===== src/hw/rtl/rts_pkg.sv =====
// Response transmit sequencer: shared types and code constants.
// Used by rts_apb, rts_engine and response_transmit_sequencer.
`default_nettype none

package rts_pkg;

	localparam int SENT_BITS      = 40;
	localparam int CHUNK_BITS     = 25;
	localparam int APB_DATA_BITS  = 32;
	localparam int APB_ADDR_BITS  = 3;
	localparam logic [CHUNK_BITS-1:0] MAX_CHUNK_RESET = CHUNK_BITS'(1048576);

	typedef enum logic [2:0] {
		ACT_BEGIN     = 3'd0,
		ACT_ATTACH    = 3'd1,
		ACT_IO_RESULT = 3'd2,
		ACT_WRITABLE  = 3'd3,
		ACT_RESP_DONE = 3'd4,
		ACT_DISCARD   = 3'd5,
		ACT_RESET     = 3'd6
	} action_t;

	typedef enum logic [3:0] {
		DEC_NOOP          = 4'd0,
		DEC_ERROR_CLOSE   = 4'd1,
		DEC_ARM_WRITABLE  = 4'd2,
		DEC_SEND_HEADERS  = 4'd3,
		DEC_SHUT_READ     = 4'd4,
		DEC_START_FILE    = 4'd5,
		DEC_RESUME_FILE   = 4'd6,
		DEC_DONE_KEEP     = 4'd7,
		DEC_DONE_CLOSE    = 4'd8
	} decision_t;

	typedef enum logic [1:0] {
		AFT_CLOSE     = 2'd0,
		AFT_SHUT_READ = 2'd1,
		AFT_KEEPALIVE = 2'd2
	} after_t;

	typedef enum logic [1:0] {
		KIND_NONE      = 2'd0,
		KIND_ORDINARY  = 2'd1,
		KIND_TOO_LARGE = 2'd2,
		KIND_UNAVAIL   = 2'd3
	} reply_class_t;

	typedef enum logic [1:0] {
		IO_OK          = 2'd0,
		IO_WOULD_BLOCK = 2'd1,
		IO_INTERRUPTED = 2'd2,
		IO_ERROR       = 2'd3
	} io_status_t;

	localparam logic IO_KIND_HDR  = 1'b0;
	localparam logic IO_KIND_FILE = 1'b1;

	localparam logic REG_MAX_CHUNK = 1'b0;

	typedef struct packed {
		decision_t decision;
		after_t    after_action;
		logic      rejected;
	} rts_status_t;

endpackage

`default_nettype wire


===== src/hw/rtl/response_transmit_sequencer.sv =====
// Response transmit sequencer top level: input register, event engine, result register.
// An event passes the input register, then the result register (two register stages).
// Throughput: one event per cycle unless stalled; the state update is one rts_engine pass.
// Input stalls only while the result register is full and stalled.
// Reset clears all response state; max_chunk resets to 1048576.
// Depends on rts_pkg, rts_apb, rts_engine.
`default_nettype none

module response_transmit_sequencer
	import rts_pkg::*;
#(
	parameter int HEADER_LEN_BITS = 16,
	parameter int FILE_LEN_BITS   = 40
) (
	input  wire logic                       clk,
	input  wire logic                       arst_n,
	input  wire logic                       in_valid,
	output logic                            in_stall,
	input  wire logic [2:0]                 action,
	input  wire logic [HEADER_LEN_BITS-1:0] header_len,
	input  wire logic [1:0]                 reply_class,
	input  wire logic                       keep_alive,
	input  wire logic                       shut_after_hdr,
	input  wire logic [FILE_LEN_BITS-1:0]   file_length,
	input  wire logic                       io_kind,
	input  wire logic [1:0]                 io_status,
	input  wire logic [SENT_BITS-1:0]       sent_bytes,
	input  wire logic                       link_draining,
	output logic                            out_valid,
	input  wire logic                       out_stall,
	output logic      [3:0]                 decision,
	output logic      [HEADER_LEN_BITS-1:0] header_offset,
	output logic      [HEADER_LEN_BITS-1:0] header_remaining,
	output logic      [CHUNK_BITS-1:0]      file_chunk,
	output logic      [1:0]                 after_action,
	output logic                            rejected,
	input  wire logic                       psel,
	input  wire logic                       penable,
	input  wire logic                       pwrite,
	input  wire logic [APB_ADDR_BITS-1:0]   paddr,
	input  wire logic [APB_DATA_BITS-1:0]   pwdata,
	output logic      [APB_DATA_BITS-1:0]   prdata,
	output logic                            pready
);

	logic                       valid_s1;
	logic [2:0]                 action_s1;
	logic [HEADER_LEN_BITS-1:0] header_len_s1;
	logic [1:0]                 reply_class_s1;
	logic                       keep_alive_s1, drain_s1, io_kind_s1, draining_s1;
	logic [FILE_LEN_BITS-1:0]   file_length_s1;
	logic [1:0]                 io_status_s1;
	logic [SENT_BITS-1:0]       sent_bytes_s1;

	logic                       valid_s2;
	rts_status_t                status_s2;
	logic [HEADER_LEN_BITS-1:0] header_offset_s2, header_remaining_s2;
	logic [CHUNK_BITS-1:0]      file_chunk_s2;

	logic                       advance, fire;
	logic [CHUNK_BITS-1:0]      max_chunk;
	rts_status_t                status;
	logic [HEADER_LEN_BITS-1:0] hdr_offset_c, hdr_remaining_c;
	logic [CHUNK_BITS-1:0]      file_chunk_c;

	assign advance  = !valid_s2 || !out_stall;
	assign fire     = valid_s1 && advance;
	assign in_stall = valid_s1 && !advance;

	rts_apb u_apb (
		.clk       (clk),
		.arst_n    (arst_n),
		.psel      (psel),
		.penable   (penable),
		.pwrite    (pwrite),
		.paddr     (paddr),
		.pwdata    (pwdata),
		.prdata    (prdata),
		.pready    (pready),
		.max_chunk (max_chunk)
	);

	rts_engine #(
		.HEADER_LEN_BITS (HEADER_LEN_BITS),
		.FILE_LEN_BITS   (FILE_LEN_BITS)
	) u_engine (
		.clk            (clk),
		.arst_n         (arst_n),
		.fire           (fire),
		.action         (action_s1),
		.header_len     (header_len_s1),
		.reply_class    (reply_class_s1),
		.keep_alive     (keep_alive_s1),
		.shut_after_hdr (drain_s1),
		.file_length    (file_length_s1),
		.io_kind        (io_kind_s1),
		.io_status      (io_status_s1),
		.sent_bytes     (sent_bytes_s1),
		.link_draining  (draining_s1),
		.max_chunk      (max_chunk),
		.status         (status),
		.header_offset  (hdr_offset_c),
		.header_remaining (hdr_remaining_c),
		.file_chunk     (file_chunk_c)
	);

	// capture a beat whenever the input register is empty or draining
	always_ff @(posedge clk or negedge arst_n) begin
		if (!arst_n) begin
			valid_s1 <= 1'b0;
		end else if (!in_stall) begin
			valid_s1 <= in_valid;
		end
	end

	always_ff @(posedge clk) begin
		if (!in_stall && in_valid) begin
			action_s1      <= action;
			header_len_s1  <= header_len;
			reply_class_s1 <= reply_class;
			keep_alive_s1  <= keep_alive;
			drain_s1       <= shut_after_hdr;
			file_length_s1 <= file_length;
			io_kind_s1     <= io_kind;
			io_status_s1   <= io_status;
			sent_bytes_s1  <= sent_bytes;
			draining_s1    <= link_draining;
		end
	end

	always_ff @(posedge clk or negedge arst_n) begin
		if (!arst_n) begin
			valid_s2 <= 1'b0;
		end else if (advance) begin
			valid_s2 <= valid_s1;
		end
	end

	always_ff @(posedge clk) begin
		if (fire) begin
			status_s2           <= status;
			header_offset_s2    <= hdr_offset_c;
			header_remaining_s2 <= hdr_remaining_c;
			file_chunk_s2       <= file_chunk_c;
		end
	end

	assign out_valid        = valid_s2;
	assign decision         = status_s2.decision;
	assign after_action     = status_s2.after_action;
	assign rejected         = status_s2.rejected;
	assign header_offset    = header_offset_s2;
	assign header_remaining = header_remaining_s2;
	assign file_chunk       = file_chunk_s2;

	a_stall_needs_beat: assert property (@(posedge clk) disable iff (!arst_n)
		in_stall |-> valid_s1 && valid_s2 && out_stall)
		else $error("input stalled with room downstream");

	a_s1_held: assert property (@(posedge clk) disable iff (!arst_n)
		valid_s1 && valid_s2 && out_stall |=> valid_s1)
		else $error("pending beat dropped while output stalled");

	a_reject_code: assert property (@(posedge clk) disable iff (!arst_n)
		fire && status.rejected |->
			status.decision == DEC_NOOP || status.decision == DEC_ERROR_CLOSE)
		else $error("refused event with action decision");

endmodule

`default_nettype wire


===== src/hw/rtl/rts_apb.sv =====
// Configuration register block: max_chunk behind an APB-style port.
// Depends on rts_pkg.
`default_nettype none

module rts_apb
	import rts_pkg::*;
(
	input  wire logic                     clk,
	input  wire logic                     arst_n,
	input  wire logic                     psel,
	input  wire logic                     penable,
	input  wire logic                     pwrite,
	input  wire logic [APB_ADDR_BITS-1:0] paddr,
	input  wire logic [APB_DATA_BITS-1:0] pwdata,
	output logic      [APB_DATA_BITS-1:0] prdata,
	output logic                          pready,
	output logic      [CHUNK_BITS-1:0]    max_chunk
);

	logic [CHUNK_BITS-1:0] max_chunk_q;
	logic                  reg_sel;

	assign reg_sel   = (paddr[APB_ADDR_BITS-1] == REG_MAX_CHUNK);
	assign pready    = 1'b1;
	assign max_chunk = max_chunk_q;

	always_ff @(posedge clk or negedge arst_n) begin
		if (!arst_n) begin
			max_chunk_q <= MAX_CHUNK_RESET;
		end else if (psel && penable && pwrite && pready && reg_sel) begin
			max_chunk_q <= pwdata[CHUNK_BITS-1:0];
		end
	end

	always_comb begin
		prdata = '0;
		if (reg_sel) begin
			prdata = APB_DATA_BITS'(max_chunk_q);
		end
	end

endmodule

`default_nettype wire


===== src/hw/rtl/rts_engine.sv =====
// Response state and per-event next-state logic; result fields from next state.
// Depends on rts_pkg.
`default_nettype none

module rts_engine
	import rts_pkg::*;
#(
	parameter int HEADER_LEN_BITS = 16,
	parameter int FILE_LEN_BITS   = 40
) (
	input  wire logic                       clk,
	input  wire logic                       arst_n,
	input  wire logic                       fire,
	input  wire logic [2:0]                 action,
	input  wire logic [HEADER_LEN_BITS-1:0] header_len,
	input  wire logic [1:0]                 reply_class,
	input  wire logic                       keep_alive,
	input  wire logic                       shut_after_hdr,
	input  wire logic [FILE_LEN_BITS-1:0]   file_length,
	input  wire logic                       io_kind,
	input  wire logic [1:0]                 io_status,
	input  wire logic [SENT_BITS-1:0]       sent_bytes,
	input  wire logic                       link_draining,
	input  wire logic [CHUNK_BITS-1:0]      max_chunk,
	output rts_status_t                     status,
	output logic      [HEADER_LEN_BITS-1:0] header_offset,
	output logic      [HEADER_LEN_BITS-1:0] header_remaining,
	output logic      [CHUNK_BITS-1:0]      file_chunk
);

	localparam int FCW = (FILE_LEN_BITS > SENT_BITS) ? FILE_LEN_BITS : SENT_BITS;
	localparam int MCW = (FILE_LEN_BITS > CHUNK_BITS) ? FILE_LEN_BITS : CHUNK_BITS;

	logic [HEADER_LEN_BITS-1:0] hdr_length_q, hdr_sent_q;
	logic                       hdr_present_q, keep_q, drain_q, file_present_q;
	reply_class_t               kind_q;
	logic [FILE_LEN_BITS-1:0]   file_left_q;

	logic [HEADER_LEN_BITS-1:0] hdr_length_n, hdr_sent_n, hdr_gap;
	logic                       hdr_present_n, keep_n, drain_n, file_present_n;
	reply_class_t               kind_n;
	logic [FILE_LEN_BITS-1:0]   file_left_n;
	decision_t                  dec;
	decision_t                  done_dec;
	logic                       rej;
	after_t                     aft;

	assign hdr_gap  = hdr_length_q - hdr_sent_q;
	assign done_dec = keep_q ? DEC_DONE_KEEP : DEC_DONE_CLOSE;

	always_comb begin
		hdr_length_n   = hdr_length_q;
		hdr_sent_n     = hdr_sent_q;
		hdr_present_n  = hdr_present_q;
		kind_n         = kind_q;
		keep_n         = keep_q;
		drain_n        = drain_q;
		file_present_n = file_present_q;
		file_left_n    = file_left_q;
		dec            = DEC_NOOP;
		rej            = 1'b0;
		unique case (action_t'(action))
			ACT_BEGIN: begin
				if (header_len == '0) begin
					dec = DEC_ERROR_CLOSE;
					rej = 1'b1;
				end else begin
					kind_n        = reply_class_t'(reply_class);
					hdr_length_n  = header_len;
					hdr_sent_n    = '0;
					hdr_present_n = 1'b1;
					keep_n        = keep_alive;
					drain_n       = shut_after_hdr;
					dec           = DEC_SEND_HEADERS;
				end
			end
			ACT_ATTACH: begin
				if (file_length == '0) begin
					rej = 1'b1;
				end else begin
					file_present_n = 1'b1;
					file_left_n    = file_length;
				end
			end
			ACT_IO_RESULT: begin
				if (io_status_t'(io_status) == IO_WOULD_BLOCK) begin
					dec = DEC_ARM_WRITABLE;
				end else if (io_status_t'(io_status) == IO_INTERRUPTED) begin
					dec = (io_kind == IO_KIND_FILE) ? DEC_NOOP : DEC_ERROR_CLOSE;
				end else if (io_status_t'(io_status) == IO_ERROR || sent_bytes == '0) begin
					dec = DEC_ERROR_CLOSE;
				end else if (io_kind == IO_KIND_HDR) begin
					if (!hdr_present_q || hdr_length_q == '0) begin
						dec = DEC_ERROR_CLOSE;
					end else begin
						if (sent_bytes >= SENT_BITS'(hdr_gap)) begin
							hdr_sent_n = hdr_length_q;
						end else begin
							hdr_sent_n = hdr_sent_q + sent_bytes[HEADER_LEN_BITS-1:0];
						end
						if (hdr_sent_n != hdr_length_q) begin
							dec = DEC_SEND_HEADERS;
						end else if (drain_q) begin
							dec = DEC_SHUT_READ;
						end else if (file_present_q && file_left_q != '0) begin
							dec = DEC_START_FILE;
						end else begin
							dec = done_dec;
						end
					end
				end else begin
					if (file_left_q == '0) begin
						dec = done_dec;
					end else begin
						if (FCW'(sent_bytes) >= FCW'(file_left_q)) begin
							file_left_n = '0;
						end else begin
							file_left_n = file_left_q - FILE_LEN_BITS'(sent_bytes);
						end
						dec = (file_left_n != '0) ? DEC_RESUME_FILE : done_dec;
					end
				end
			end
			ACT_WRITABLE: begin
				if (file_present_q && file_left_q != '0 &&
					(!hdr_present_q || hdr_sent_q >= hdr_length_q)) begin
					dec = DEC_RESUME_FILE;
				end else if (kind_q != KIND_NONE && hdr_present_q &&
					hdr_length_q != '0 && hdr_sent_q < hdr_length_q) begin
					dec = DEC_SEND_HEADERS;
				end
			end
			ACT_DISCARD: begin
				hdr_present_n = 1'b0;
				hdr_length_n  = '0;
				hdr_sent_n    = '0;
			end
			ACT_RESET: begin
				hdr_present_n  = 1'b0;
				hdr_length_n   = '0;
				hdr_sent_n     = '0;
				kind_n         = KIND_NONE;
				keep_n         = 1'b0;
				drain_n        = 1'b0;
				file_present_n = 1'b0;
				file_left_n    = '0;
			end
			default: begin
			end
		endcase
	end

	always_comb begin
		if (link_draining && kind_n == KIND_TOO_LARGE) begin
			aft = AFT_SHUT_READ;
		end else if (kind_n == KIND_UNAVAIL) begin
			aft = AFT_CLOSE;
		end else begin
			aft = keep_n ? AFT_KEEPALIVE : AFT_CLOSE;
		end
	end

	always_comb begin
		if (MCW'(file_left_n) > MCW'(max_chunk)) begin
			file_chunk = max_chunk;
		end else begin
			file_chunk = CHUNK_BITS'(file_left_n);
		end
	end

	assign header_offset       = hdr_sent_n;
	assign header_remaining    = hdr_length_n - hdr_sent_n;
	assign status.decision     = dec;
	assign status.after_action = aft;
	assign status.rejected     = rej;

	always_ff @(posedge clk or negedge arst_n) begin
		if (!arst_n) begin
			hdr_length_q   <= '0;
			hdr_sent_q     <= '0;
			hdr_present_q  <= 1'b0;
			kind_q         <= KIND_NONE;
			keep_q         <= 1'b0;
			drain_q        <= 1'b0;
			file_present_q <= 1'b0;
			file_left_q    <= '0;
		end else if (fire) begin
			hdr_length_q   <= hdr_length_n;
			hdr_sent_q     <= hdr_sent_n;
			hdr_present_q  <= hdr_present_n;
			kind_q         <= kind_n;
			keep_q         <= keep_n;
			drain_q        <= drain_n;
			file_present_q <= file_present_n;
			file_left_q    <= file_left_n;
		end
	end

	a_sent_bounded: assert property (@(posedge clk) disable iff (!arst_n)
		hdr_sent_q <= hdr_length_q)
		else $error("header offset past header length");

	a_present_len: assert property (@(posedge clk) disable iff (!arst_n)
		hdr_present_q == (hdr_length_q != '0))
		else $error("header present flag disagrees with length");

	a_hold_idle: assert property (@(posedge clk) disable iff (!arst_n)
		!fire |=> $stable(file_left_q) && $stable(hdr_sent_q))
		else $error("state moved without an event");

endmodule

`default_nettype wire

===== config.mk =====
export PLATFORM = sky130hd
export DESIGN_NAME = response_transmit_sequencer
export DESIGN_NICKNAME = d
export VERILOG_FILES = /design/src/hw/rtl/rts_pkg.sv /design/src/hw/rtl/response_transmit_sequencer.sv /design/src/hw/rtl/rts_apb.sv /design/src/hw/rtl/rts_engine.sv
export SDC_FILE = /design/constraint.sdc
export NUM_CORES = 1
export LEC_CHECK = 0
export ABC_CLOCK_PERIOD_IN_PS = 7430
export BUFFER_PORTS_ARGS = -buffer_cell sky130_fd_sc_hd__buf_2
export CAP_MARGIN = 30
export CORE_MARGIN = 2
export CORE_UTILIZATION = 35
export DETAILED_ROUTE_END_ITERATION = 8
export SLEW_MARGIN = 20
export SYNTH_ARGS = -nofsm -noshare
export SYNTH_HDL_FRONTEND = slang
export SYNTH_SLANG_ARGS = --single-unit

===== constraint.sdc =====
create_clock -name clk -period 7.43 [get_ports clk]
set_input_delay 0.743 -clock clk [delete_from_list [all_inputs] [get_ports clk]]
set_output_delay 0.743 -clock clk [all_outputs]
set_load 0.1 [all_outputs]

# Word level (Yosys, flattened, before mapping)
# Index checks and enable logic that the tools add are counted.
[totals]
regBits = 276
inputBits = 149
output_inout_bits = 99
wordCells = 153
[op_classes]
n_addsub = 4
order_cmp = 5
eq_ne = 13
muxes = 63
n_bitwise = 1
reduce_logical = 39
[ops]
columns = ["cell", "count"]
rows = [
  ["$mux W40", 13],
  ["$mux W16", 14],
  ["$logic_not A40 Y1", 3],
  ["$pmux W40 S3", 1],
  ["$reduce_bool A40 Y1", 2],
  ["$mux W25", 2],
  ["$mux W4", 12],
  ["$pmux W16 S3", 1],
  ["$ge A40 B16 Y1", 1],
  ["$ge A40 B40 Y1", 1],
  ["$gt A40 B25 Y1", 1],
  ["$sub A40 B40 Y40", 1],
  ["$logic_not A16 Y1", 2],
  ["$pmux W16 S2", 1],
  ["$sub A16 B16 Y16", 2],
  ["$add A16 B16 Y16", 1],
  ["$ge A16 B16 Y1", 1],
  ["$lt A16 B16 Y1", 1],
  ["$ne A16 B16 Y1", 1],
  ["$reduce_bool A16 Y1", 1],
  ["$logic_and A1 B1 Y1", 12],
  ["$pmux W4 S3", 1],
  ["$pmux W1 S2", 5],
  ["$reduce_and A3 Y1", 3],
  ["other kinds (15)", 42],
]

# Logic depth before layout (Yosys ltp)
[logic_depth]
depth_word = 17
depth_mapped = 36
mapped_depth_nobuf = 35

# Modules after synthesis
# Synthesis repeated with hierarchy kept, for this count alone.
[hier_totals]
hier_cells = 1938
hier_area_um2 = 18833.1
[by_module_without_submodules]
columns = ["mod", "n_inst", "cells_per_inst", "area_per_inst_um2", "seq_area_each_um2"]
rows = [
  ["rts_engine", 1, 1669, 12340.6, 1951.9],
  ["response_transmit_sequencer", 1, 179, 5227.5, 5185.0],
  ["rts_apb", 1, 90, 1265.0, 626.9],
]

# Worst setup path before layout
# No wires, ideal clock.
[synth_path]
path_kind = "register -> register"
from = "reg u_engine.hdr_sent_q[1]"
to = "reg header_remaining_s2[14] (netlist: header_remaining[14]), data pin"
setup_time_ns = 0.262
arrival_time_ns = 6.867
required_time_ns = 7.168
path_slack_ns = 0.301
stages_incl_launch_ff = 34
n_path_buf = 1
period_less_slack_ns = 7.129
path_cell_list = "dfrtp_1 > inv_1 > ha_1 > nor2b_1 > o21ai_0 > a21boi_0 > o21ai_0 > a21oi_1 > o21ai_0 > a21oi_1 > o41ai_1 > o211ai_1 > a21oi_1 > xor2_1 > ha_1 > and4_1 > nand2_1 > o31ai_2 > clkbuf_1 > mux2i_1 > o21ai_0 > ha_1 > fa_1 > nor2b_1 > o21ai_0 > a21boi_0 > o21ai_0 > a21boi_0 > o21ai_0 > a21boi_0 > o21ai_0 > a21oi_1 > mux2i_1 > nand3_1"
[synth_via]
elab_chain_len = 16
elab_cells_between_ends = 18
classes_between = "add/sub: 3; order compare: 1; mux: 14"
[synth_lines]
columns = ["element", "line", "source"]
rows = [
  ["start, declared", "rts_engine.sv:34", "logic [HEADER_LEN_BITS-1:0] hdr_length_q, hdr_sent_q;"],
  ["start signal, assigned", "rts_engine.sv:189", "hdr_sent_q <= hdr_sent_n;"],
  ["$sub A16 B16 Y16", "rts_engine.sv:48", "assign hdr_gap = hdr_length_q - hdr_sent_q;"],
  ["$ge A40 B16 Y1", "rts_engine.sv:96", "if (sent_bytes >= SENT_BITS'(hdr_gap)) begin"],
  ["$mux W16", "rts_engine.sv:96", ""],
  ["$mux W16", "rts_engine.sv:93", "if (!hdr_present_q || hdr_length_q == '0) begin"],
  ["$mux W16", "rts_engine.sv:92", "end else if (io_kind == IO_KIND_HDR) begin"],
  ["$mux W16", "rts_engine.sv:90", "end else if (io_status_t'(io_status) == IO_ERROR || sent_bytes == '0) begin"],
  ["$mux W16", "rts_engine.sv:88", "end else if (io_status_t'(io_status) == IO_INTERRUPTED) begin"],
  ["$mux W16", "rts_engine.sv:86", "if (io_status_t'(io_status) == IO_WOULD_BLOCK) begin"],
  ["[... 2 more ...]", "--", ""],
  ["$mux W16", "rts_engine.sv:92", ""],
  ["$mux W16", "rts_engine.sv:90", ""],
  ["$mux W16", "rts_engine.sv:88", ""],
  ["$mux W16", "rts_engine.sv:86", ""],
  ["$pmux W16 S3", "rts_engine.sv:62", "unique case (action_t'(action))"],
  ["named net hdr_offset_c[0]", "response_transmit_sequencer.sv:63", "logic [HEADER_LEN_BITS-1:0] hdr_offset_c, hdr_remaining_c;"],
  ["$sub A16 B16 Y16", "rts_engine.sv:172", "assign header_remaining = hdr_length_n - hdr_sent_n;"],
  ["named net hdr_remaining_c[14]", "response_transmit_sequencer.sv:63", ""],
  ["end signal, assigned", "response_transmit_sequencer.sv:143", "header_remaining_s2 <= hdr_remaining_c;"],
  ["end, declared", "response_transmit_sequencer.sv:57", "logic [HEADER_LEN_BITS-1:0] header_offset_s2, header_remaining_s2;"],
]
# The timed path passes the listed nets, and every way through them passes these cells. The select of a mux whose other input is x is not followed.
# A chain may end at the register's enable or synchronous reset.

# Final worst setup path
# Same ends and word-level chain as after synthesis.

==> results_dict.tcl <==
set metrics [dict create \
    status "finished, final reports clean" \
    clk_latency_ns 0.55 \
    area_delta_synth_final_pct 17.3 \
    core-area_sq_um 53800 \
    synthSimpleGateAreaFrac 0.165 \
    ant_nets 0 \
    ys_types 101 \
    wl_per_cell_um 22.9 \
    endpoint "header_remaining[14]" \
    required_ns 7.72 \
    htreeDepth 2 \
    fin_worst_skew_ns 0.0260 \
    grtUsageTotal 0.239 \
    antenna_found_initial 3 \
    fin_crit_ns 6.92 \
    crit_family "compound AO/OA/AOI/OAI gates" \
    critPathSlowestCell "dfrtp_1" \
    slew_viol_final 0 \
    wl_mm 69.1 \
    slowest_delay_ns 0.41 \
    max-slew-margin-rel 0.320 \
    drcViolationCount 0 \
    design.die.area_sq_um 56300 \
    pwr-share-comb 0.446 \
    cts_num_sinks 276 \
    maxCapViolations 0 \
    grt_overflow 0 \
    p_per_area_nw_per_um2 305 \
    postSynthCellCount 2043 \
    num_vias 17237 \
    synth_top_family_by_area "compound AO/OA/AOI/OAI gates" \
    synth_top_cell_area_share 0.269 \
    layout_commonest_cell "nand2_1" \
    setup_viol 0 \
    setup-tns-final_ns 0 \
    r2r_end "header_remaining[14]" \
    synth_seq_cells 276 \
    holdWs_ns 0.164 \
    firstDrtPassIters 5 \
    arrival_ns 7.21 \
    clockBufferDepth 3 \
    drive_gt1_frac 0.185 \
    start_kind "flip-flop" \
    die_y_um 237 \
    finalHoldViolations 0 \
    rr_startpoint "u_engine.hdr_sent_q[1]" \
    fin_util 0.415 \
    via_per_inst 5.72 \
    ys.flop_type "edfxtp_1" \
    cts-buffers-inserted 34 \
    intPower_mw 3.82 \
    leakage_nw 9.65 \
    fill_cells 5336 \
    fin_crit_sh 0.931 \
    start_util 0.354 \
    async_reset_ff_frac 0.380 \
    switching_share 0.440 \
    p_switching_mw 3.01 \
    gp_congestion 1.00 \
    syn_area_per_cell_sq_um 9.33 \
    synthAdderAreaFrac 0.0882 \
    pre_cts_ws_ns 0.0715 \
    crit_fanout 4 \
    crit_path_start "u_engine.hdr_sent_q[1]" \
    vdd_drop_max_mv 0.170 \
    port_buffers 230 \
    ff2ff_setup_slack_ns 0.51 \
    grt_pass1_vias 16683 \
    path_clk_slew_ns 0.06 \
    grt_pass1_wl_mm 103 \
    synth_compound_area_frac 0.201 \
    worstPathBufferInverterCount 2 \
    final_cell_mix "235 x nand2_1, 231 x buf_2, 171 x edfxtp_1" \
    drt-initial-drc-count 1516 \
    pwr-share-seq 0.313 \
    cts_tree "built" \
    multi_input_area_sq_um 10300 \
    clock.fmax_mhz 145 \
    p_clk_frac 0.241 \
    hpwl_mm 54.3 \
    synth-edff-count 171 \
    tightest_slew_ns 0.995 \
    pin_count 248 \
    synth_xor_area_frac 0.0354 \
    rsz0062_at_grt "false" \
    r2r_cells 35 \
    die_x_um 237 \
    cts-root-buf "clkbuf_16" \
    yosys-top-cells-area "edfxtp_1 27%, dfrtp_1 14%, ha_1 8.4%" \
    ys_warn_count 0 \
    dp_cells 2948 \
    grt_max_degree 67 \
    worstHoldPathType "in2async" \
    final_nets 2569 \
    syn-cell-area_sq_um 19100 \
    fin_cells 3011 \
    critPathCaptureType "flip-flop" \
    rows 85 \
    cp.depth 35 \
    ctsHoldBuffers 0 \
    synth_top_area_cell "edfxtp_1" \
    setup_slack_ns 0.512 \
    seq_area_sq_um 7760 \
    path_class "reg2reg" \
    synth_mux_area_frac 0.0475 \
    synth_seq_area_share 0.407 \
]
-- area by class of cell --
class,instances,share of cell area
multi-input combinational,1518,0.462
sequential,276,0.347
timing repair buffer,297,0.0759
tap,696,0.0390
clock buffer,37,0.0386
inverter,161,0.0271
clock inverter,24,0.0100
antenna,2,0.000224
-- cells in the mapped netlist (45+ instances only) --
cell      count
o21ai_0     165
xnor2_1      48
nor3_1       45
a21oi_1     120
inv_1       161
dfrtp_1     104
edfxtp_1    171
nor2_1      115
nor4_1       50
ha_1        128
clkbuf_1     63
nand2_1     235
-- state kept, by name (all words and copies together) (netlist names), 16 cells and up --
register,flops
header_remaining,16
u_apb.max_chunk,25
u_engine.file_left_q,40
sent_bytes_s1,40
file_length_s1,40
header_len_s1,16
u_engine.hdr_length_q,16
header_offset,16
u_engine.hdr_sent_q,16
file_chunk,25
-- worst reg2reg max path: cells and delay by family (launching register included) --
family	cells	cell delay, ns
muxes	2	0.37
xor gates and xnor gates	1	0.18
DFF	1	0.41
buffers and inverters	2	0.30
adders and majority gates	4	1.25
and+or+nand+nor	6	0.82
AOI/OAI and AO/OA	20	3.36
-- per-stage QoR --
step / total power, mW / instance area (sq um)
final: 6.83 / 22400
after global routing: 7.17 / 22400
after CTS: 6.82 / 22300
after detailed placement: 5.15 / 21200
after global placement: 5.11 / 21200
after floorplan: 4.23 / 19100
-- power groups by stage --
stage / sequential, mW / combinational, mW / clock [mW]
final: 2.14 / 3.05 / 1.64
after global routing: 2.15 / 3.28 / 1.74
after CTS: 2.13 / 3.01 / 1.68
after detailed placement: 2.16 / 2.99 / 0
after global placement: 2.15 / 2.96 / 0
after floorplan: 2.44 / 1.79 / 0
-- cells by family after synthesis --
family | count (synthesis)
flip-flops | 276
multiplexers | 84
other | 2
AO/OA/AOI/OAI | 577
XOR/XNOR | 74
buffers and inverters | 255
adder cells (fa/ha/maj) | 132
AND/OR/NAND/NOR | 643
-- per-layer routing --
metal,GRT usage,vias to the layer above,wire length [um]
li1,-,8059,-
met1,0.303,8349,28700
met2,0.416,706,34100
met3,0.0316,121,4000
met4,0.0848,2,2280
met5,0,-,9
-- worst min path at each step --
stage | startpoint | to | slack [ns] | cells after the start
after floorplan | arst_n | out_valid | 0.45 | 0
after global placement | valid_s1 | out_valid | 0.47 | 1
after detailed placement | u_engine.hdr_present_q | u_engine.hdr_present_q | 0.48 | 1
after CTS | arst_n | u_engine.hdr_sent_q[10] | 0.16 | 1
after global routing | arst_n | u_engine.hdr_sent_q[10] | 0.19 | 1
final | arst_n | u_engine.hdr_sent_q[10] | 0.16 | 1
-- repair_timing --
item	4_1_cts	5_1_grt
endpoints found under the hold margin	0	0
setup buffers	0	0
endpoints found under the setup margin	0	8
gates resized for setup	0	11
No activity file was read; power rests on OpenSTA's default activity.
